**src/hdl/sha256_pkg.sv**
```systemverilog
// Shared types, constants and round functions of the SHA-256 byte stream hasher.
// Used by the front end, the command queue, the compression core and the top level.
// Depends on nothing.
package sha256_pkg;

	// Default depth of the command queue between front end and core.
	localparam int unsigned CMD_QUEUE_DEPTH = 4;

	// Padding marker byte appended after the last message byte.
	localparam logic [7:0] PAD_BYTE = 8'h80;

	// Number of compression rounds per block.
	localparam int unsigned NUM_ROUNDS = 64;

	// One command from the front end to the compression core.
	typedef struct packed {
		logic        finish;     // emit the digest and restart
		logic        block_end;  // this word is the sixteenth of a block
		logic [31:0] word;       // big-endian message schedule word
	} cmd_t;

	function automatic logic [31:0] rotr(input logic [31:0] x, input int unsigned n);
		rotr = (x >> n) | (x << (32 - n));
	endfunction

	function automatic logic [31:0] big_sigma0(input logic [31:0] x);
		big_sigma0 = rotr(x, 2) ^ rotr(x, 13) ^ rotr(x, 22);
	endfunction

	function automatic logic [31:0] big_sigma1(input logic [31:0] x);
		big_sigma1 = rotr(x, 6) ^ rotr(x, 11) ^ rotr(x, 25);
	endfunction

	function automatic logic [31:0] small_sigma0(input logic [31:0] x);
		small_sigma0 = rotr(x, 7) ^ rotr(x, 18) ^ (x >> 3);
	endfunction

	function automatic logic [31:0] small_sigma1(input logic [31:0] x);
		small_sigma1 = rotr(x, 17) ^ rotr(x, 19) ^ (x >> 10);
	endfunction

	// Initial hash values.
	function automatic logic [31:0] chain_init(input logic [2:0] idx);
		case (idx)
			3'd0: chain_init = 32'h6a09e667;
			3'd1: chain_init = 32'hbb67ae85;
			3'd2: chain_init = 32'h3c6ef372;
			3'd3: chain_init = 32'ha54ff53a;
			3'd4: chain_init = 32'h510e527f;
			3'd5: chain_init = 32'h9b05688c;
			3'd6: chain_init = 32'h1f83d9ab;
			default: chain_init = 32'h5be0cd19;
		endcase
	endfunction

	// Round constants.
	function automatic logic [31:0] round_k(input logic [5:0] t);
		case (t)
			6'd0:  round_k = 32'h428a2f98;
			6'd1:  round_k = 32'h71374491;
			6'd2:  round_k = 32'hb5c0fbcf;
			6'd3:  round_k = 32'he9b5dba5;
			6'd4:  round_k = 32'h3956c25b;
			6'd5:  round_k = 32'h59f111f1;
			6'd6:  round_k = 32'h923f82a4;
			6'd7:  round_k = 32'hab1c5ed5;
			6'd8:  round_k = 32'hd807aa98;
			6'd9:  round_k = 32'h12835b01;
			6'd10: round_k = 32'h243185be;
			6'd11: round_k = 32'h550c7dc3;
			6'd12: round_k = 32'h72be5d74;
			6'd13: round_k = 32'h80deb1fe;
			6'd14: round_k = 32'h9bdc06a7;
			6'd15: round_k = 32'hc19bf174;
			6'd16: round_k = 32'he49b69c1;
			6'd17: round_k = 32'hefbe4786;
			6'd18: round_k = 32'h0fc19dc6;
			6'd19: round_k = 32'h240ca1cc;
			6'd20: round_k = 32'h2de92c6f;
			6'd21: round_k = 32'h4a7484aa;
			6'd22: round_k = 32'h5cb0a9dc;
			6'd23: round_k = 32'h76f988da;
			6'd24: round_k = 32'h983e5152;
			6'd25: round_k = 32'ha831c66d;
			6'd26: round_k = 32'hb00327c8;
			6'd27: round_k = 32'hbf597fc7;
			6'd28: round_k = 32'hc6e00bf3;
			6'd29: round_k = 32'hd5a79147;
			6'd30: round_k = 32'h06ca6351;
			6'd31: round_k = 32'h14292967;
			6'd32: round_k = 32'h27b70a85;
			6'd33: round_k = 32'h2e1b2138;
			6'd34: round_k = 32'h4d2c6dfc;
			6'd35: round_k = 32'h53380d13;
			6'd36: round_k = 32'h650a7354;
			6'd37: round_k = 32'h766a0abb;
			6'd38: round_k = 32'h81c2c92e;
			6'd39: round_k = 32'h92722c85;
			6'd40: round_k = 32'ha2bfe8a1;
			6'd41: round_k = 32'ha81a664b;
			6'd42: round_k = 32'hc24b8b70;
			6'd43: round_k = 32'hc76c51a3;
			6'd44: round_k = 32'hd192e819;
			6'd45: round_k = 32'hd6990624;
			6'd46: round_k = 32'hf40e3585;
			6'd47: round_k = 32'h106aa070;
			6'd48: round_k = 32'h19a4c116;
			6'd49: round_k = 32'h1e376c08;
			6'd50: round_k = 32'h2748774c;
			6'd51: round_k = 32'h34b0bcb5;
			6'd52: round_k = 32'h391c0cb3;
			6'd53: round_k = 32'h4ed8aa4a;
			6'd54: round_k = 32'h5b9cca4f;
			6'd55: round_k = 32'h682e6ff3;
			6'd56: round_k = 32'h748f82ee;
			6'd57: round_k = 32'h78a5636f;
			6'd58: round_k = 32'h84c87814;
			6'd59: round_k = 32'h8cc70208;
			6'd60: round_k = 32'h90befffa;
			6'd61: round_k = 32'ha4506ceb;
			6'd62: round_k = 32'hbef9a3f7;
			default: round_k = 32'hc67178f2;
		endcase
	endfunction

endpackage

```
**src/hdl/sha256_if.sv**
```systemverilog
// Valid/ready channel interfaces for message bytes in and digest words out.
// Standalone; used by the top level, the front end, the core and the checker binding.
interface sha256_msg_if;
	logic       valid;
	logic       ready;
	logic [7:0] data_byte;
	logic       byte_present;
	logic       end_of_message;

	modport source(output valid, data_byte, byte_present, end_of_message, input ready);
	modport sink(input valid, data_byte, byte_present, end_of_message, output ready);
endinterface

interface sha256_digest_if;
	logic        valid;
	logic        ready;
	logic [31:0] digest_word;
	logic [2:0]  word_index;
	logic        last_word;

	modport source(output valid, digest_word, word_index, last_word, input ready);
	modport sink(input valid, digest_word, word_index, last_word, output ready);
endinterface

```
**src/hdl/sha256_front.sv**
```systemverilog
// Front end: takes message bytes, packs them into big-endian words, counts the length
// and generates the padding and length words. Depends on sha256_pkg and sha256_msg_if.
module sha256_front (
	input  logic               clk,
	input  logic               arst_n,
	sha256_msg_if.sink         msg,
	output sha256_pkg::cmd_t   cmd,
	output logic               cmd_valid,
	input  logic               cmd_ready
);
	import sha256_pkg::*;

	localparam logic [1:0] F_IN  = 2'd0;
	localparam logic [1:0] F_PAD = 2'd1;
	localparam logic [1:0] F_FIN = 2'd2;

	logic [1:0]  state_q;
	logic [31:0] word_q;
	logic [5:0]  cnt_q;
	logic [60:0] total_q;
	logic [3:0]  wi_q;
	logic        first_q;
	logic        len_ok_q;

	logic        acc;
	logic [5:0]  cnt_next;
	logic [31:0] ins_word;
	logic [31:0] pad_word;
	logic [63:0] bit_len;

	// Items are taken only while gathering and when the queue has room.
	assign msg.ready = (state_q == F_IN) && cmd_ready;
	assign acc       = msg.valid && msg.ready;
	assign cnt_next  = cnt_q + 6'(msg.byte_present);
	assign bit_len   = {total_q, 3'b000};

	// Insert the new byte at its big-endian position in the partial word.
	always_comb begin
		case (cnt_q[1:0])
			2'd0: ins_word = {msg.data_byte, word_q[23:0]};
			2'd1: ins_word = {word_q[31:24], msg.data_byte, word_q[15:0]};
			2'd2: ins_word = {word_q[31:16], msg.data_byte, word_q[7:0]};
			default: ins_word = {word_q[31:8], msg.data_byte};
		endcase
	end

	// First padding word: kept bytes, the marker byte, then zeros.
	always_comb begin
		case (cnt_q[1:0])
			2'd0: pad_word = {PAD_BYTE, 24'h0};
			2'd1: pad_word = {word_q[31:24], PAD_BYTE, 16'h0};
			2'd2: pad_word = {word_q[31:16], PAD_BYTE, 8'h0};
			default: pad_word = {word_q[31:8], PAD_BYTE};
		endcase
	end

	// Command toward the core.
	always_comb begin
		cmd       = '0;
		cmd_valid = 1'b0;
		case (state_q)
			F_IN: begin
				cmd_valid     = acc && msg.byte_present && (cnt_q[1:0] == 2'd3);
				cmd.word      = ins_word;
				cmd.block_end = (cnt_q[5:2] == 4'd15);
			end
			F_PAD: begin
				cmd_valid     = 1'b1;
				cmd.block_end = (wi_q == 4'd15);
				if (first_q) begin
					cmd.word = pad_word;
				end else if (len_ok_q && (wi_q == 4'd14)) begin
					cmd.word = bit_len[63:32];
				end else if (len_ok_q && (wi_q == 4'd15)) begin
					cmd.word = bit_len[31:0];
				end else begin
					cmd.word = '0;
				end
			end
			F_FIN: begin
				cmd_valid  = 1'b1;
				cmd.finish = 1'b1;
			end
			default: begin
				cmd_valid = 1'b0;
			end
		endcase
	end

	// Partial word register; payload only.
	always_ff @(posedge clk) begin
		if (acc && msg.byte_present) begin
			word_q <= ins_word;
		end
	end

	// Byte counting and padding sequencer.
	always_ff @(posedge clk or negedge arst_n) begin
		if (!arst_n) begin
			state_q  <= F_IN;
			cnt_q    <= '0;
			total_q  <= '0;
			wi_q     <= '0;
			first_q  <= 1'b0;
			len_ok_q <= 1'b0;
		end else begin
			case (state_q)
				F_IN: begin
					if (acc && msg.byte_present) begin
						cnt_q   <= cnt_next;
						total_q <= total_q + 61'd1;
					end
					if (acc && msg.end_of_message) begin
						state_q  <= F_PAD;
						wi_q     <= cnt_next[5:2];
						first_q  <= 1'b1;
						len_ok_q <= (cnt_next <= 6'd55);
					end
				end
				F_PAD: begin
					if (cmd_ready) begin
						first_q <= 1'b0;
						wi_q    <= wi_q + 4'd1;
						if (wi_q == 4'd15) begin
							if (len_ok_q) begin
								state_q <= F_FIN;
							end else begin
								len_ok_q <= 1'b1;
							end
						end
					end
				end
				F_FIN: begin
					if (cmd_ready) begin
						state_q <= F_IN;
						cnt_q   <= '0;
						total_q <= '0;
					end
				end
				default: begin
					state_q <= F_IN;
				end
			endcase
		end
	end

endmodule

```
**src/hdl/sha256_queue.sv**
```systemverilog
// Short command queue that decouples the front end from the compression core.
// Depends on sha256_pkg.
module sha256_queue #(
	parameter int unsigned DEPTH = sha256_pkg::CMD_QUEUE_DEPTH
) (
	input  logic             clk,
	input  logic             arst_n,
	input  sha256_pkg::cmd_t push_cmd,
	input  logic             push_valid,
	output logic             push_ready,
	output sha256_pkg::cmd_t pop_cmd,
	output logic             pop_valid,
	input  logic             pop_ready
);
	import sha256_pkg::*;

	localparam int unsigned PTR_W = (DEPTH > 1) ? $clog2(DEPTH) : 1;
	localparam int unsigned CNT_W = $clog2(DEPTH + 1);

	cmd_t             entries_q [DEPTH];
	logic [PTR_W-1:0] wr_ptr_q;
	logic [PTR_W-1:0] rd_ptr_q;
	logic [CNT_W-1:0] count_q;
	logic             do_push;
	logic             do_pop;

	assign push_ready = (count_q != CNT_W'(DEPTH));
	assign pop_valid  = (count_q != '0);
	assign pop_cmd    = entries_q[rd_ptr_q];
	assign do_push    = push_valid && push_ready;
	assign do_pop     = pop_valid && pop_ready;

	// Entry storage.
	always_ff @(posedge clk) begin
		if (do_push) begin
			entries_q[wr_ptr_q] <= push_cmd;
		end
	end

	// Pointers and fill count.
	always_ff @(posedge clk or negedge arst_n) begin
		if (!arst_n) begin
			wr_ptr_q <= '0;
			rd_ptr_q <= '0;
			count_q  <= '0;
		end else begin
			if (do_push) begin
				wr_ptr_q <= (wr_ptr_q == PTR_W'(DEPTH - 1)) ? '0 : wr_ptr_q + PTR_W'(1);
			end
			if (do_pop) begin
				rd_ptr_q <= (rd_ptr_q == PTR_W'(DEPTH - 1)) ? '0 : rd_ptr_q + PTR_W'(1);
			end
			if (do_push && !do_pop) begin
				count_q <= count_q + CNT_W'(1);
			end else if (do_pop && !do_push) begin
				count_q <= count_q - CNT_W'(1);
			end
		end
	end

endmodule

```
**src/hdl/sha256_core.sv**
```systemverilog
// Compression core: loads sixteen schedule words, runs one round per cycle, folds the
// result into the chaining words and sends out the digest. Depends on sha256_pkg and sha256_digest_if.
module sha256_core (
	input  logic             clk,
	input  logic             arst_n,
	input  sha256_pkg::cmd_t cmd,
	input  logic             cmd_valid,
	output logic             cmd_ready,
	sha256_digest_if.source  digest
);
	import sha256_pkg::*;

	localparam logic [1:0] B_LOAD  = 2'd0;
	localparam logic [1:0] B_ROUND = 2'd1;
	localparam logic [1:0] B_ADD   = 2'd2;
	localparam logic [1:0] B_OUT   = 2'd3;

	logic [1:0]  state_q;
	logic [5:0]  rnd_q;
	logic [2:0]  oidx_q;
	logic        out_valid_q;
	logic [31:0] out_word_q;
	logic [2:0]  out_index_q;
	logic        out_last_q;
	logic [31:0] chain_q [8];
	logic [31:0] w_q [16];
	logic [31:0] v_q [8];

	logic        cmd_take;
	logic        out_load;
	logic [31:0] t1;
	logic [31:0] t2;
	logic [31:0] w_new;
	logic [31:0] ch;
	logic [31:0] maj;

	assign cmd_ready = (state_q == B_LOAD);
	assign cmd_take  = cmd_valid && cmd_ready;
	assign out_load  = (state_q == B_OUT) && (!out_valid_q || digest.ready);

	assign digest.valid       = out_valid_q;
	assign digest.digest_word = out_word_q;
	assign digest.word_index  = out_index_q;
	assign digest.last_word   = out_last_q;

	// One compression round and the next schedule word.
	always_comb begin
		ch    = (v_q[4] & v_q[5]) ^ (~v_q[4] & v_q[6]);
		maj   = (v_q[0] & v_q[1]) ^ (v_q[0] & v_q[2]) ^ (v_q[1] & v_q[2]);
		t1    = v_q[7] + big_sigma1(v_q[4]) + ch + round_k(rnd_q) + w_q[0];
		t2    = big_sigma0(v_q[0]) + maj;
		w_new = small_sigma1(w_q[14]) + w_q[9] + small_sigma0(w_q[1]) + w_q[0];
	end

	// Schedule shift line, round variables and output payload.
	always_ff @(posedge clk) begin
		if (state_q == B_LOAD && cmd_take && !cmd.finish) begin
			for (int i = 0; i < 15; i++) begin
				w_q[i] <= w_q[i + 1];
			end
			w_q[15] <= cmd.word;
			if (cmd.block_end) begin
				for (int i = 0; i < 8; i++) begin
					v_q[i] <= chain_q[i];
				end
			end
		end else if (state_q == B_ROUND) begin
			for (int i = 0; i < 15; i++) begin
				w_q[i] <= w_q[i + 1];
			end
			w_q[15] <= w_new;
			v_q[7]  <= v_q[6];
			v_q[6]  <= v_q[5];
			v_q[5]  <= v_q[4];
			v_q[4]  <= v_q[3] + t1;
			v_q[3]  <= v_q[2];
			v_q[2]  <= v_q[1];
			v_q[1]  <= v_q[0];
			v_q[0]  <= t1 + t2;
		end
		if (out_load) begin
			out_word_q  <= chain_q[oidx_q];
			out_index_q <= oidx_q;
			out_last_q  <= (oidx_q == 3'd7);
		end
	end

	// Sequencer, chaining words and output valid.
	always_ff @(posedge clk or negedge arst_n) begin
		if (!arst_n) begin
			state_q     <= B_LOAD;
			rnd_q       <= '0;
			oidx_q      <= '0;
			out_valid_q <= 1'b0;
			for (int i = 0; i < 8; i++) begin
				chain_q[i] <= chain_init(3'(i));
			end
		end else begin
			if (out_load) begin
				out_valid_q <= 1'b1;
			end else if (digest.ready) begin
				out_valid_q <= 1'b0;
			end
			case (state_q)
				B_LOAD: begin
					if (cmd_take) begin
						if (cmd.finish) begin
							state_q <= B_OUT;
							oidx_q  <= '0;
						end else if (cmd.block_end) begin
							state_q <= B_ROUND;
							rnd_q   <= '0;
						end
					end
				end
				B_ROUND: begin
					rnd_q <= rnd_q + 6'd1;
					if (rnd_q == 6'(NUM_ROUNDS - 1)) begin
						state_q <= B_ADD;
					end
				end
				B_ADD: begin
					for (int i = 0; i < 8; i++) begin
						chain_q[i] <= chain_q[i] + v_q[i];
					end
					state_q <= B_LOAD;
				end
				B_OUT: begin
					if (out_load) begin
						oidx_q <= oidx_q + 3'd1;
						if (oidx_q == 3'd7) begin
							state_q <= B_LOAD;
							for (int i = 0; i < 8; i++) begin
								chain_q[i] <= chain_init(3'(i));
							end
						end
					end
				end
				default: begin
					state_q <= B_LOAD;
				end
			endcase
		end
	end

endmodule

```
**src/hdl/sha256_byte_stream_hasher.sv**
```systemverilog
// SHA-256 over a byte stream: one message byte per transfer, eight digest words out.
// Throughput: one byte per cycle while gathering and the queue has room; the default
// four-entry queue fills while the core runs the rounds and the add step of a block, which
// holds off further bytes until the core takes commands again.
// Reset is asynchronous, active low, and restores the initial hash values with an empty block.
module sha256_byte_stream_hasher #(
	parameter int unsigned QUEUE_DEPTH = sha256_pkg::CMD_QUEUE_DEPTH
) (
	input  logic            clk,
	input  logic            arst_n,
	sha256_msg_if.sink      msg,
	sha256_digest_if.source digest
);
	import sha256_pkg::*;

	cmd_t front_cmd;
	logic front_valid;
	logic front_ready;
	cmd_t core_cmd;
	logic core_valid;
	logic core_ready;

	// Byte packing, length count and padding.
	sha256_front u_front (
		.clk       (clk),
		.arst_n    (arst_n),
		.msg       (msg),
		.cmd       (front_cmd),
		.cmd_valid (front_valid),
		.cmd_ready (front_ready)
	);

	// Decoupling queue.
	sha256_queue #(
		.DEPTH (QUEUE_DEPTH)
	) u_queue (
		.clk        (clk),
		.arst_n     (arst_n),
		.push_cmd   (front_cmd),
		.push_valid (front_valid),
		.push_ready (front_ready),
		.pop_cmd    (core_cmd),
		.pop_valid  (core_valid),
		.pop_ready  (core_ready)
	);

	// Compression and digest output.
	sha256_core u_core (
		.clk       (clk),
		.arst_n    (arst_n),
		.cmd       (core_cmd),
		.cmd_valid (core_valid),
		.cmd_ready (core_ready),
		.digest    (digest)
	);

endmodule

```
**src/flat_wrapper.sv**
```systemverilog
// flat-port wrapper written by rule: the top's interface ports become plain ports
module sha256_byte_stream_hasher_flat import sha256_pkg::*;
#(
	parameter int unsigned QUEUE_DEPTH = sha256_pkg::CMD_QUEUE_DEPTH
)
  (clk, arst_n, msg_valid, msg_data_byte, msg_byte_present, msg_end_of_message, msg_ready, digest_valid, digest_digest_word, digest_word_index, digest_last_word, digest_ready);
  sha256_msg_if msg_i ();
  sha256_digest_if digest_i ();
  input  logic clk;
  input  logic arst_n;
  input wire logic [$bits(msg_i.valid)-1:0] msg_valid;
  input wire logic [$bits(msg_i.data_byte)-1:0] msg_data_byte;
  input wire logic [$bits(msg_i.byte_present)-1:0] msg_byte_present;
  input wire logic [$bits(msg_i.end_of_message)-1:0] msg_end_of_message;
  output wire logic [$bits(msg_i.ready)-1:0] msg_ready;
  output wire logic [$bits(digest_i.valid)-1:0] digest_valid;
  output wire logic [$bits(digest_i.digest_word)-1:0] digest_digest_word;
  output wire logic [$bits(digest_i.word_index)-1:0] digest_word_index;
  output wire logic [$bits(digest_i.last_word)-1:0] digest_last_word;
  input wire logic [$bits(digest_i.ready)-1:0] digest_ready;
  assign msg_i.valid = msg_valid;
  assign msg_i.data_byte = msg_data_byte;
  assign msg_i.byte_present = msg_byte_present;
  assign msg_i.end_of_message = msg_end_of_message;
  assign msg_ready = msg_i.ready;
  assign digest_valid = digest_i.valid;
  assign digest_digest_word = digest_i.digest_word;
  assign digest_word_index = digest_i.word_index;
  assign digest_last_word = digest_i.last_word;
  assign digest_i.ready = digest_ready;
  sha256_byte_stream_hasher #(.QUEUE_DEPTH(QUEUE_DEPTH)) u_core (.clk(clk), .arst_n(arst_n), .msg(msg_i), .digest(digest_i));
endmodule
```
**config.mk**
```make
export PLATFORM = sky130hd
export DESIGN_NAME = sha256_byte_stream_hasher_flat
export DESIGN_NICKNAME = d
export VERILOG_FILES = /design/src/hdl/sha256_pkg.sv /design/src/hdl/sha256_if.sv /design/src/hdl/sha256_front.sv /design/src/hdl/sha256_queue.sv /design/src/hdl/sha256_core.sv /design/src/hdl/sha256_byte_stream_hasher.sv /design/src/flat_wrapper.sv
export SDC_FILE = /design/constraint.sdc
export NUM_CORES = 2
export LEC_CHECK = 0
export ABC_CLOCK_PERIOD_IN_PS = 23800
export BUFFER_PORTS_ARGS = -buffer_cell sky130_fd_sc_hd__buf_2
export CAP_MARGIN = 20
export CORE_MARGIN = 2
export CORE_UTILIZATION = 50
export CTS_CLUSTER_DIAMETER = 120
export DETAILED_ROUTE_END_ITERATION = 10
export GPL_TIMING_DRIVEN = 0
export PLACE_DENSITY = 0.64
export SYNTH_ARGS = -nofsm -noshare
export SYNTH_HDL_FRONTEND = slang
export SYNTH_SLANG_ARGS = --single-unit
```
**constraint.sdc**
```tcl
create_clock -name clk -period 23.8 [get_ports clk]
set_clock_uncertainty 0.2 [all_clocks]
set_input_delay 4.76 -clock clk [delete_from_list [all_inputs] [get_ports clk]]
set_output_delay 4.76 -clock clk [all_outputs]
set_load 0.05 [all_outputs]
```
# Word-level counts from Yosys, hierarchy flattened
# Memory sizes are Yosys's and may differ from the RTL's.
# Index checks and enable logic that the tools add are counted.
# W data, S select, Z words.
[word_totals]
register_bits = 418
latch_bits = 0
ramBits = 904
mem_bits_ro = 2048
in_bits = 14
elab_cells = 270
n_memories = 4
[mem_list]
columns = ["name", "words", "word_bits", "rd", "rd_clocked_by_memory_dff", "wr", "line", "source"]
rows = [
  ["(name not given)", 64, 32, 1, 0, 0, "sha256_pkg.sv:58", "case (t)"],
  ["u_core.u_core.w_q", 16, 32, 16, 0, 16, "sha256_core.sv:26", "logic [31:0] w_q [16];"],
  ["u_core.u_core.v_q", 8, 32, 8, 0, 8, "sha256_core.sv:27", "logic [31:0] v_q [8];"],
  ["u_core.u_queue.entries_q", 4, 34, 1, 0, 1, "sha256_queue.sv:20", "cmd_t entries_q [DEPTH];"],
]
[classes]
add_sub_neg = 27
mul = 0
div = 0
n_lt_le_gt_ge = 2
eq_ne = 30
shifts = 0
mux = 91
bitwise = 52
n_reduce_logical = 39
[op_table]
columns = ["cell", "count"]
rows = [
  ["$mux W32", 29],
  ["$add A32 B32 Y32", 18],
  ["$mux W256", 2],
  ["$pmux W256 S2", 1],
  ["$xor A32 B32 Y32", 9],
  ["$pmux W32 S3", 2],
  ["$and A32 B32 Y32", 5],
  ["$mux W61", 2],
  ["$pmux W61 S2", 1],
  ["$bmux W32 S3", 1],
  ["$pmux W33 S2", 1],
  ["$add A61 B1 Y61 const B", 1],
  ["$not A32 Y32", 1],
  ["$or A10 B32 Y32", 1],
  ["$or A13 B32 Y32", 1],
  ["$or A14 B32 Y32", 1],
  ["$or A15 B32 Y32", 1],
  ["$or A19 B32 Y32", 1],
  ["$or A21 B32 Y32", 1],
  ["$or A25 B32 Y32", 1],
  ["$or A26 B32 Y32", 1],
  ["$or A30 B32 Y32", 1],
  ["$or A7 B32 Y32", 1],
  ["$xor A32 B22 Y32", 1],
  ["other kinds (41)", 157],
]

# Longest topological paths before layout
[depth]
word_depth = 11
depth_mapped = 42

# Cells and area by module
# A second synthesis with hierarchy kept.
[hier_totals]
hier_cells = 7308
area_unflattened_um2 = 79382.4
[modules_own_cells]
columns = ["module", "instances", "cells_per_inst", "area_each_um2"]
rows = [
  ["sha256_core", 1, 6384, 67506.0],
  ["sha256_front", 1, 710, 6537.5],
  ["sha256_queue", 1, 214, 5338.9],
]

# Least setup slack after synthesis
# Ideal clock, no wire load.
[synth_path]
path_type = "register to register"
from = "reg u_core.u_queue.rd_ptr_q[0]"
to = "mem u_core.u_core.w_q[0][0], enable pin"
arrival_ns = 10.055
required_ns = 19.968
slack_ns = 9.913
stages_incl_launch_ff = 7
period_less_slack_ns = 13.887
path_cell_list = "dfrtp_1 > clkbuf_1 > mux4_2 > or2_2 > clkbuf_1 > clkbuf_1 > nand2_1"
[synth_lines]
columns = ["item", "line", "source"]
rows = [
  ["start: declaration", "sha256_queue.sv:22", "logic [PTR_W-1:0] rd_ptr_q;"],
  ["start signal: assignment", "sha256_queue.sv:51", "rd_ptr_q <= (rd_ptr_q == PTR_W'(DEPTH - 1)) ? '0 : rd_ptr_q + PTR_W'(1);"],
  ["end: declaration", "sha256_core.sv:26", ""],
]

==> flow_summary.yaml <==
floorplan:
  boundaryPins: 52
  dieHeight_um: 399.6
  core_um2: 155800
  dieArea_um2: 159700
  die_w_um: 399.6
  rows: 145
  start_util_pct: 50.21
logic_synthesis:
  yosysSeqAreaShare_pct: 48.71
  synthArstFlopShare_pct: 26.48
  synthCells: 7224
  syn_avg_cell_area_um2: 10.83
  yosysTopAreaCellShare_pct: 37.30
  yosys.cell_types.count: 87
  synth_ff_type: "edfxtp_1"
  synth_top_family_by_area: "compound AO/OA/AOI/OAI gates"
  synth-simple-area-share_pct: 11.28
  yosysTopAreaCell: "edfxtp_1"
  synth_area_leaders: "edfxtp_1, dfrtp_1, ha_1, nand2_1, fa_1"
  synth_adder_area_share_pct: 11.56
  synth_xor_area_share_pct: 6.861
  synth_edf_count: 972
  synthMuxAreaShare_pct: 4.282
  synthesis.area_um2: 78260
  synth_nets: 7841
  ys_ff_latch: 1322
  yosysWarningCount: 0
  synth_compound_area_share_pct: 14.05
sta:
  relSlewSlack_pct: 13.88
  timing.hold.ws_ns: 0.2066
  fin_tns_setup_ns: 0
  min_period_ns: 12.19
  worstMarginPinSlew_ns: 1.278
  rsz0062_at_grt: "false"
  setup_viol: 0
  finalCritPeriodShare_pct: 51.20
  fin_ws_ns: 11.61
  maxSlewViolCount: 0
  max_freq_mhz: 82.07
  final-hold-violation-count: 0
placement:
  place_hpwl_mm: 211.0
  place_congestion: 1.005
  portBuffers: 51
  place_ws_ns: 11.98
routing:
  final_antenna_net_count: 0
  wl_per_cell_um: 28.43
  vias_per_cell: 6.159
  wirelength_mm: 274.3
  vias: 59425
  drc: 0
  first_iter_violations: 7037
  drtPass1Iterations: 6
setup_path:
  crit_type: "flop to flop"
  cp-end-kind: "flop"
  cp.required_ns: 24.11
  start_kind: "flop"
  cpMostUsedCell: "fa_1"
  slowest_delay_ns: 0.83
  cp_slowest_cell: "o21ai_0"
  crit_fanout: 12
  crit_arrival_ns: 12.49
final_layout:
  final_cell_mix: "nand2_1, edfxtp_1, a21oi_1, o21ai_0, nor2_1"
  area_delta_synth_final_pct: 11.40
  final.fill_count: 13376
  drive_gt1_share_pct: 9.199
  final_util_pct: 55.94
  layout.nets: 8079
  layout_commonest_cell: "nand2_1"
clocking:
  cts_inserted_buffers: 148
  cts_root_buf: "clkbuf_16"
  cts_resized: 0
  insertion_delay_ns: 0.81
  cts_tree: "yes"
  postCtsHoldBufs: 0
  htreeDepth: 4
  clkSlewWorstSetupHoldPaths_ns: 0.07
  clock_path_buffers: 3
  cts_sinks: 1322
  post_cts_buffers: 0
worst_hold_path:
  hp-class: "flop to flop"
grt:
  grt_start_max_net_pins: 109
  met2_usage_pct: 48.52
  grt_pass1_wl_mm: 392.7
  use_met1_pct: 50.65
  grt_overflow: 0
  grt_pass1_vias: 56324
  grt_usage_pct: 34.30
  antenna_found_initial: 13
  use_met3_pct: 6.805
  busiest_layer: "met1"
status:
  status: "completed"
run:
  cap_violations: 0
## flip-flops by register name, indices dropped and copies added, names as in the netlist, 3 cells and up
signal / cells
u_core.u_core.w_q: 512
u_core.u_core.digest.digest_word: 32
u_core.u_core.chain_q: 256
u_core.u_front.word_q: 32
u_core.u_core.digest.word_index: 3
u_core.u_queue.count_q: 3
u_core.u_core.oidx_q: 3
u_core.u_core.rnd_q: 6
u_core.u_front.wi_q: 4
u_core.u_front.cnt_q: 6
u_core.u_front.total_q: 61
u_core.u_queue.entries_q: 136
u_core.u_core.v_q: 256
## synthesized netlist by cell type (59+ instances only)
library cell	instances
o21a_1	59
fa_1	196
a21o_1	184
inv_1	346
xnor2_1	377
nor3_1	97
xor2_1	236
nand2b_1	59
ha_1	407
mux2_2	74
nor2_1	436
mux4_2	102
clkbuf_1	288
nand3_1	109
dfstp_2	136
dfrtp_1	214
a21oi_1	509
nand2_1	1070
o21ai_0	493
edfxtp_1	972
## area by class of cell
cell class,instances,area (um2),area share [%]
clock inverter,92,1369,1.570
antenna,3,7.507,0.008612
buffer,329,1242,1.425
clock buffer,184,3931,4.510
multi-input combinational,5223,37610,43.14
inverter,350,1321,1.516
sequential,1322,38120,43.72
timing repair buffer,88,1001,1.148
tap,2058,2575,2.954
## worst max-delay path, delay by kind of cell (launching register included)
| family | cells | cell delay, ns |
|---|---|---|
| XOR/XNOR | 3 | 0.84 |
| flip-flops | 1 | 0.53 |
| AND/OR/NAND/NOR | 7 | 1.28 |
| adder cells (fa/ha/maj) | 8 | 3.54 |
| AO/OA/AOI/OAI | 14 | 3.68 |
| buffers and inverters | 7 | 1.80 |
## final timing paths
kind,from,endpoint,slack [ns],cells after the start
hold reg to reg,u_core.u_core.w_q[1][143],u_core.u_core.w_q[1][111],0.21,0
setup reg to reg,u_core.u_core.rnd_q[0],u_core.u_core.v_q[0][31],11.61,39
min in group asynchronous,arst_n,u_core.u_core.chain_q[72],3.76,1
hold / removal,u_core.u_core.w_q[1][143],u_core.u_core.w_q[1][111],0.21,0
max in group asynchronous,arst_n,u_core.u_front.total_q[45],17.56,4
setup / recovery,u_core.u_core.rnd_q[0],u_core.u_core.v_q[0][31],11.61,39
## logic make-up (layout without fill, tap and decap cells)
logic type,Yosys count,after routing
flip-flops,1322,1322
AND/OR/NAND/NOR,2043,2043
other,0,3
buffers and inverters,679,1043
XOR/XNOR,613,613
adder cells (fa/ha/maj),606,606
AO/OA/AOI/OAI,1763,1763
multiplexers,198,198
## per-layer routing
layer	up-vias	part of all wire, %
met5	-	0.010
met4	4	5.2
met3	521	9.8
met2	2928	42
met1	29562	43
li1	26410	-
## per-stage QoR
step	cell area, um2	cells
6_report	87170	9649
2_1_floorplan	78260	7224
5_1_grt	87170	9646
3_3_place_gp	81090	9333
3_5_place_dp	81840	9368
4_1_cts	87140	9644
Power is left out: the tool's default activity adds up to more than one toggle a clock period on the data nets, which glitch-free logic cannot reach.
